### src/hw/rtl/mcr_pkg.sv
package mcr_pkg;

	// Coordinate and field widths
	localparam int unsigned COORD_BITS  = 12;
	localparam int unsigned RADIUS_BITS = 6;
	localparam int unsigned STEP_BITS   = 6;
	localparam int unsigned DEC_BITS    = 10;
	localparam int unsigned POINT_BITS  = 2 * COORD_BITS;

	// Largest radius taken as is; larger requests saturate
	localparam logic [RADIUS_BITS-1:0] MAX_RADIUS = RADIUS_BITS'(63);
	// Most loop sets one circle may emit before the closing set
	localparam logic [STEP_BITS-1:0] MAX_SETS = STEP_BITS'(46);

	typedef struct packed {
		logic signed [COORD_BITS-1:0] center_x;
		logic signed [COORD_BITS-1:0] center_y;
		logic [RADIUS_BITS-1:0]       radius;
	} req_t;

	typedef struct packed {
		logic [POINT_BITS-1:0] point_0;
		logic [POINT_BITS-1:0] point_1;
		logic [POINT_BITS-1:0] point_2;
		logic [POINT_BITS-1:0] point_3;
		logic [POINT_BITS-1:0] point_4;
		logic [POINT_BITS-1:0] point_5;
		logic [POINT_BITS-1:0] point_6;
		logic [POINT_BITS-1:0] point_7;
		logic                  last;
	} pts_t;

	// Controller to datapath
	typedef struct packed {
		logic load;
		logic emit;
	} dp_cmd_t;

	// Datapath to controller
	typedef struct packed {
		logic more;
	} dp_status_t;

endpackage

### src/hw/rtl/mcr_dp.sv
module mcr_dp (
	input  logic               clk,
	input  logic               arst_n,
	input  mcr_pkg::req_t      req,
	input  mcr_pkg::dp_cmd_t   cmd,
	output mcr_pkg::dp_status_t status,
	output mcr_pkg::pts_t      pts
);

	localparam int unsigned CW = mcr_pkg::COORD_BITS;
	localparam int unsigned SW = mcr_pkg::STEP_BITS;
	localparam int unsigned DW = mcr_pkg::DEC_BITS;

	logic [SW-1:0]          x_q;
	logic [SW-1:0]          y_q;
	logic signed [DW-1:0]   d_q;
	logic [CW-1:0]          cx_q;
	logic [CW-1:0]          cy_q;
	mcr_pkg::pts_t          pts_q;

	logic [mcr_pkg::RADIUS_BITS-1:0] r_sat;
	logic signed [DW-1:0]   two_x;
	logic signed [DW-1:0]   two_y;
	logic signed [DW-1:0]   inc_neg;
	logic signed [DW-1:0]   inc_pos;
	logic [CW-1:0]          xe;
	logic [CW-1:0]          ye;
	logic                   more;

	assign r_sat = (req.radius > mcr_pkg::MAX_RADIUS) ? mcr_pkg::MAX_RADIUS : req.radius;

	assign two_x   = signed'({{(DW-SW-1){1'b0}}, x_q, 1'b0});
	assign two_y   = signed'({{(DW-SW-1){1'b0}}, y_q, 1'b0});
	assign inc_neg = two_x + DW'(3);
	assign inc_pos = two_x - two_y + DW'(5);

	assign more = (y_q > x_q) && (x_q < mcr_pkg::MAX_SETS);
	assign status.more = more;

	assign xe = CW'(x_q);
	assign ye = CW'(y_q);

	// Step registers: load a new circle or advance one octant step
	always_ff @(posedge clk or negedge arst_n) begin
		if (!arst_n) begin
			x_q  <= '0;
			y_q  <= '0;
			d_q  <= '0;
			cx_q <= '0;
			cy_q <= '0;
		end else if (cmd.load) begin
			x_q  <= '0;
			y_q  <= SW'(r_sat);
			d_q  <= DW'(1) - signed'(DW'(r_sat));
			cx_q <= CW'(req.center_x);
			cy_q <= CW'(req.center_y);
		end else if (cmd.emit && more) begin
			if (d_q < 0) begin
				d_q <= d_q + inc_neg;
			end else begin
				d_q <= d_q + inc_pos;
				y_q <= y_q - SW'(1);
			end
			x_q <= x_q + SW'(1);
		end
	end

	// Output register: the eight mirrored points of (x, y)
	always_ff @(posedge clk or negedge arst_n) begin
		if (!arst_n) begin
			pts_q <= '0;
		end else if (cmd.emit) begin
			pts_q.point_0 <= {cx_q + xe, cy_q + ye};
			pts_q.point_1 <= {cx_q - xe, cy_q + ye};
			pts_q.point_2 <= {cx_q + xe, cy_q - ye};
			pts_q.point_3 <= {cx_q - xe, cy_q - ye};
			pts_q.point_4 <= {cx_q + ye, cy_q + xe};
			pts_q.point_5 <= {cx_q - ye, cy_q + xe};
			pts_q.point_6 <= {cx_q + ye, cy_q - xe};
			pts_q.point_7 <= {cx_q - ye, cy_q - xe};
			pts_q.last    <= !more;
		end
	end

	assign pts = pts_q;

	a_step_x: assert property (@(posedge clk) disable iff (!arst_n)
		(cmd.emit && more && !cmd.load) |=> (x_q == $past(x_q) + SW'(1)))
		else $error("x did not advance on a loop step");

	a_y_hold: assert property (@(posedge clk) disable iff (!arst_n)
		(cmd.emit && more && !cmd.load && d_q < 0) |=> (y_q == $past(y_q)))
		else $error("y moved on a negative decision");

	a_load_x: assert property (@(posedge clk) disable iff (!arst_n)
		cmd.load |=> (x_q == '0))
		else $error("x not cleared on circle load");

endmodule

### src/hw/rtl/mcr_ctrl.sv
module mcr_ctrl (
	input  logic                clk,
	input  logic                arst_n,
	input  logic                req_valid,
	output logic                req_stall,
	output logic                pts_valid,
	input  logic                pts_stall,
	input  mcr_pkg::dp_status_t status,
	output mcr_pkg::dp_cmd_t    cmd
);

	typedef enum logic [1:0] {
		ST_IDLE = 2'b01,
		ST_RUN  = 2'b10
	} state_t;

	state_t state_q;
	state_t state_d;
	logic   out_valid_q;
	logic   slot_free;
	logic   accept;

	assign slot_free = !out_valid_q || !pts_stall;
	assign req_stall = (state_q != ST_IDLE);
	assign accept    = req_valid && !req_stall;

	assign cmd.load = accept;
	assign cmd.emit = (state_q == ST_RUN) && slot_free;

	always_comb begin
		state_d = state_q;
		unique case (state_q)
			ST_IDLE: begin
				if (accept) state_d = ST_RUN;
			end
			ST_RUN: begin
				if (cmd.emit && !status.more) state_d = ST_IDLE;
			end
			default: state_d = ST_IDLE;
		endcase
	end

	always_ff @(posedge clk or negedge arst_n) begin
		if (!arst_n) begin
			state_q     <= ST_IDLE;
			out_valid_q <= 1'b0;
		end else begin
			state_q <= state_d;
			if (cmd.emit) begin
				out_valid_q <= 1'b1;
			end else if (!pts_stall) begin
				out_valid_q <= 1'b0;
			end
		end
	end

	assign pts_valid = out_valid_q;

	a_accept_run: assert property (@(posedge clk) disable iff (!arst_n)
		accept |=> (state_q == ST_RUN))
		else $error("accepted request did not start a circle");

	a_emit_valid: assert property (@(posedge clk) disable iff (!arst_n)
		cmd.emit |=> out_valid_q)
		else $error("emitted set not presented");

	a_close: assert property (@(posedge clk) disable iff (!arst_n)
		(cmd.emit && !status.more) |=> (state_q == ST_IDLE))
		else $error("controller stayed busy after the closing set");

endmodule

### src/hw/rtl/midpoint_circle_rasterizer_top.sv
// First set: the accepted request loads the step registers, then the first emit writes
//   the output register. Throughput: one point set per cycle while the output is not
//   stalled; a circle of n loop sets gives n + 1 sets, the last one the closing set.
// The step loop of the datapath (one decision update per loop set) sets this rate.
// The next request is taken once the closing set is in the output register.
// Reset (arst_n low, asynchronous): controller goes idle and the output is emptied.
module midpoint_circle_rasterizer_top (
	input  logic           clk,
	input  logic           arst_n,
	input  logic           req_valid,
	output logic           req_stall,
	input  mcr_pkg::req_t  req,
	output logic           pts_valid,
	input  logic           pts_stall,
	output mcr_pkg::pts_t  pts
);

	// Command and status between sequencer and step datapath
	mcr_pkg::dp_cmd_t    cmd;
	mcr_pkg::dp_status_t status;

	// Sequencer: take one request, then advance one set per free output slot
	mcr_ctrl u_ctrl (
		.clk       (clk),
		.arst_n    (arst_n),
		.req_valid (req_valid),
		.req_stall (req_stall),
		.pts_valid (pts_valid),
		.pts_stall (pts_stall),
		.status    (status),
		.cmd       (cmd)
	);

	// Datapath: decision variable, step counters, held center, point mirror
	mcr_dp u_dp (
		.clk    (clk),
		.arst_n (arst_n),
		.req    (req),
		.cmd    (cmd),
		.status (status),
		.pts    (pts)
	);

endmodule
### config.mk
export PLATFORM = sky130hd
export DESIGN_NAME = midpoint_circle_rasterizer_top
export DESIGN_NICKNAME = d
export VERILOG_FILES = /design/src/hw/rtl/mcr_pkg.sv /design/src/hw/rtl/mcr_dp.sv /design/src/hw/rtl/mcr_ctrl.sv /design/src/hw/rtl/midpoint_circle_rasterizer_top.sv
export SDC_FILE = /design/constraint.sdc
export NUM_CORES = 1
export LEC_CHECK = 0
export BUFFER_PORTS_ARGS = -buffer_cell sky130_fd_sc_hd__buf_2
export CAP_MARGIN = 30
export CELL_PAD_IN_SITES_DETAIL_PLACEMENT = 1
export CELL_PAD_IN_SITES_GLOBAL_PLACEMENT = 2
export CORE_ASPECT_RATIO = 1.5
export CORE_MARGIN = 2
export CORE_UTILIZATION = 35
export DETAILED_ROUTE_END_ITERATION = 7
export PLACE_DENSITY = 0.89
export SLEW_MARGIN = 20
export SYNTH_ARGS = -nofsm -noshare
export SYNTH_HDL_FRONTEND = slang
export SYNTH_HIERARCHICAL = 1
export SYNTH_SLANG_ARGS = --single-unit
export TNS_END_PERCENT = 50
### constraint.sdc
create_clock -name clk -period 5.4 [get_ports clk]
set_input_delay 0.27 -clock clk [delete_from_list [all_inputs] [get_ports clk]]
set_output_delay 0.27 -clock clk [all_outputs]
set_load 0.01 [all_outputs]
==> impl_results.md <==
- Vias: 8407
- Synth Area in XOR/XNOR: 5.67%
- Post-synth EDFFs: 0
- Largest cells by area after synthesis: dfrtp_1 35%, ha_1 11%, buf_4 7.6%, xnor2_1 4.9%, a21oi_1 3.9%
- Initial antenna violation count: 0
- Post-DRT Antenna Nets: 0
- Fin nets: 1377
- TritonCTS clock tree: built
- Maximum vdd drop: 266 µV
- Power Density: 761 mW/mm²
- Setup crit end kind: flop
- WP buf/inv: 2
- Largest net degree at the start of global routing: 83
- Syn Inst Count: 1134
- Main combinational cell family by area after synthesis: compound AO/OA/AOI/OAI gates
- Slew Limit Fails: 0
- DR iter-0 viols: 369
- Leak: 5.36 nW
- PortBufs: 228
- Number of setup violations in the final report: 0
- Register-to-Register Path Depth: 15
- CTS resizes: 0
- Final Hold Violating Endpoints: 0
- Yosys top cell by area: dfrtp_1
- Total gr overflow: 0
- FF/Latch Area: 0.00355 mm²
- Max-cap violations: 0
- Layout Skew: 0.0135 ns
- Max FO, Critical Path: 9
- Total number of yosys warnings: 6
- Area delta synth->final: 13.6%
- Die ar.: 0.0306 mm²
- Ys async rst share: 100%
- Req. time, crit path: 5.76 ns
- First-pass GRT wire length: 47.4 mm
- Standard cell core area: 0.0287 mm²
- RSZ-0062 raised after global routing: false
- Arr. time, crit path: 4.10 ns
- Synth Area in Simple Gates: 13.3%
- Critical path class: reg2reg
- Root Driver: clkbuf_16
- Synth cell types: 66
- Complex-gate fraction of the synthesized area: 17.8%
- Clock network power share: 14.2%
- WHS Path Cells: 3
- I/O pin count: 229
- Antenna fix cells: 0
- Clk sinks: 142
- Syn nets: 1265
- Worst flop-to-flop path endpoint: u_dp/d_q[9]
- Slowest-stage cell, CP: dfrtp_1
- Clk slew on worst S/H paths: 0.06 ns
- Rows: 76
- P_int: 0.00461 W
- Routed WL: 30.7 mm
- Post-DP HPWL: 23.6 mm
- Net Sw Frac: 47.7%
- Initial Utilization: 35.5%
- Fin Setup TNS: 0 ns
- Number of vias per cell: 5.10
- Post-synth top area share: 34.6%
- Worst path top cell family by delay: compound AO/OA/AOI/OAI gates
- Least-Margin Pin Slew: 0.848 ns
- Syn Area/Cell: 8.99 µm²
- Top FF cell, synth: dfrtp_1
- Max Clk Rate: 268 MHz
- Minimum clock period: 3.73 ns
- CP startpoint: u_dp/x_q[0]
- Drt wl/cell: 18.6 µm
- Hold Crit Class: in2reg
- Die H: 213 µm
- Mux contribution to synthesized area: 3.93%
- CTS buffer count: 17
- Die width: 143 µm
- CP peak stage delay: 0.51 ns
- H-tree depth: 4
- CP most frequent cell: ha_1
- Gr usage total: 20.2%
- Worst Setup EP: u_dp/d_q[9]
- Syn Std Cell Area: 0.0102 mm²
- Post-route DRC: 0
- Post-synthesis adder-cell area fraction: 12.7%
- Final period util: 69.1%
- Placer congestion estimate: 0.887
- Overall Power: 0.00882 W
- Vias in the first global route: 8479
- 1st-pass router iterations: 4
- Sequential group share of total power: 24.7%
- R2R Setup Slk: 1.67 ns
- Post-synthesis sequential area ratio: 34.9%
- Crit. path cell count: 15
- Post-CTS Setup Bufs: 0
- Slew margin rel.: 43.5%
- #FFs+latches synth: 142
- Area of the multi-input gates: 0.00546 mm²
- Startpoint type of the worst setup path: flop
- Maximum buffer depth of the clock tree: 2
- Sw Pwr: 0.00421 W
- Ratio of cells with drive above 1 in the final layout: 24.9%
- Clk_lat worst skew: 0.44 ns
- Status: completed
- Gate power share: 61.1%
- FF-to-FF Start: u_dp/x_q[0]
- Fill count: 3480
- Worst path cell trace: inv_1, ha_1, inv_1, fa_1, a211oi_1, o21bai_1, a21oi_1, ha_1, ha_1, nor2_1, o21ba_2, a31oi_1, xnor2_1, nand2_1, a31oi_1
## cells in the final DEF, fill, tap and decap left out, types with 7 or more instances in the layout
| cell | instances |
|---|---|
| buf_2 | 227 |
| dfrtp_1 | 141 |
| nor2_1 | 95 |
| ha_1 | 86 |
| a21oi_1 | 79 |
| nand2_1 | 77 |
| inv_1 | 68 |
| xnor2_1 | 57 |
| o21ai_0 | 44 |
| nor3_1 | 36 |
| o21ai_1 | 24 |
| mux2_2 | 23 |
| a31oi_1 | 22 |
| o21a_1 | 20 |
| clkbuf_16 | 17 |
| a211oi_1 | 15 |
| nand2b_1 | 13 |
| a21o_1 | 13 |
| o21bai_1 | 11 |
| nand3_1 | 11 |
| nand4_1 | 11 |
| fa_1 | 11 |
| mux2i_1 | 10 |
| nor2b_1 | 10 |
| or3_1 | 10 |
| xor2_1 | 9 |
| a211o_1 | 8 |
| o31ai_1 | 7 |
## cells by family after synthesis
kind of cell,count (synthesis)
fa+ha+maj,97
mux,36
flops,142
xor+xnor,66
buf+inv,214
compound gates,286
simple gates,293
## flip-flops by register name, indices dropped and copies added (netlist names)
register          count
u_dp/x_q              6
u_dp/cx_q            12
u_dp/d_q             10
u_dp/cy_q            12
u_ctrl/state_q        2
u_dp/pts             93
u_dp/y_q              6
u_ctrl/pts_valid      1
## synth_stat cells, types with 15 or more instances
| master | n |
|---|---|
| mux2_2 | 23 |
| o21ai_1 | 24 |
| clkbuf_1 | 30 |
| inv_1 | 68 |
| nor3_1 | 36 |
| o21a_1 | 20 |
| a21oi_1 | 80 |
| nand2_1 | 77 |
| o21ai_0 | 44 |
| dfrtp_1 | 141 |
| a31oi_1 | 22 |
| a211oi_1 | 15 |
| xnor2_1 | 57 |
| buf_4 | 103 |
| ha_1 | 86 |
| nor2_1 | 95 |
## power by group through the flow
| stage | combinational, W | clock (W) | sequential (W) |
|---|---|---|---|
| floorplan | 0.00403 | 0 | 0.00213 |
| global placement | 0.00526 | 0 | 0.00219 |
| detailed placement | 0.00539 | 0 | 0.00222 |
| CTS | 0.00544 | 0.00128 | 0.00220 |
| global route | 0.00599 | 0.00132 | 0.00228 |
| finish | 0.00539 | 0.00125 | 0.00218 |
## stage by stage
step	utilization (%)	hold slack [ns]	setup WS (ns)	instances	cell area (µm²)
CTS	40.4	0.0227	1.66	1648	11600
finish	40.4	0.0512	1.67	1648	11600
detailed placement	38.2	0.390	1.72	1616	11000
global route	40.4	0.0536	1.41	1648	11600
global placement	38.2	0.380	1.82	1616	11000
floorplan	-	-0.0256	2.13	1134	10200
## per-layer routing
metal / track usage (%) / part of all wire, %
met5: 0 / 0
met2: 38.0 / 54
met1: 23.1 / 40
met3: 3.16 / 3.3
met4: 6.25 / 2.0
## worst min-delay path, cell delays in order
cell and delay (ns):
buf_2 0.08, nand2_1 0.04, o21ai_0 0.06
## repair_timing
item / 4_1_cts / 5_1_grt
hold buffers: 1 / 0
endpoints found under the hold margin: 78 / 0
setup endpoints to repair: 0 / 0
## worst min-delay path by stage
stage | from | end | slack, ns
final | req[6] | u_dp/cy_q[0] | 0.05
after global routing | req[19] | u_dp/cx_q[1] | 0.05
after CTS | req[6] | u_dp/cy_q[0] | 0.02
after detailed placement | arst_n | u_dp/pts[25] | 0.39
after global placement | arst_n | u_dp/pts[25] | 0.38
after floorplan | arst_n | u_ctrl/pts_valid | -0.03
## final cells by class
type | instances | share of cell area [%]
Multi-Input combinational cell | 778 | 47.1
Sequential cell | 142 | 30.7
Inverter | 72 | 2.33
Timing Repair Buffer | 235 | 10.4
Clock inverter | 11 | 1.44
Clock buffer | 20 | 3.85
Tap cell | 390 | 4.21
No activity file was read; power rests on OpenSTA's default activity.
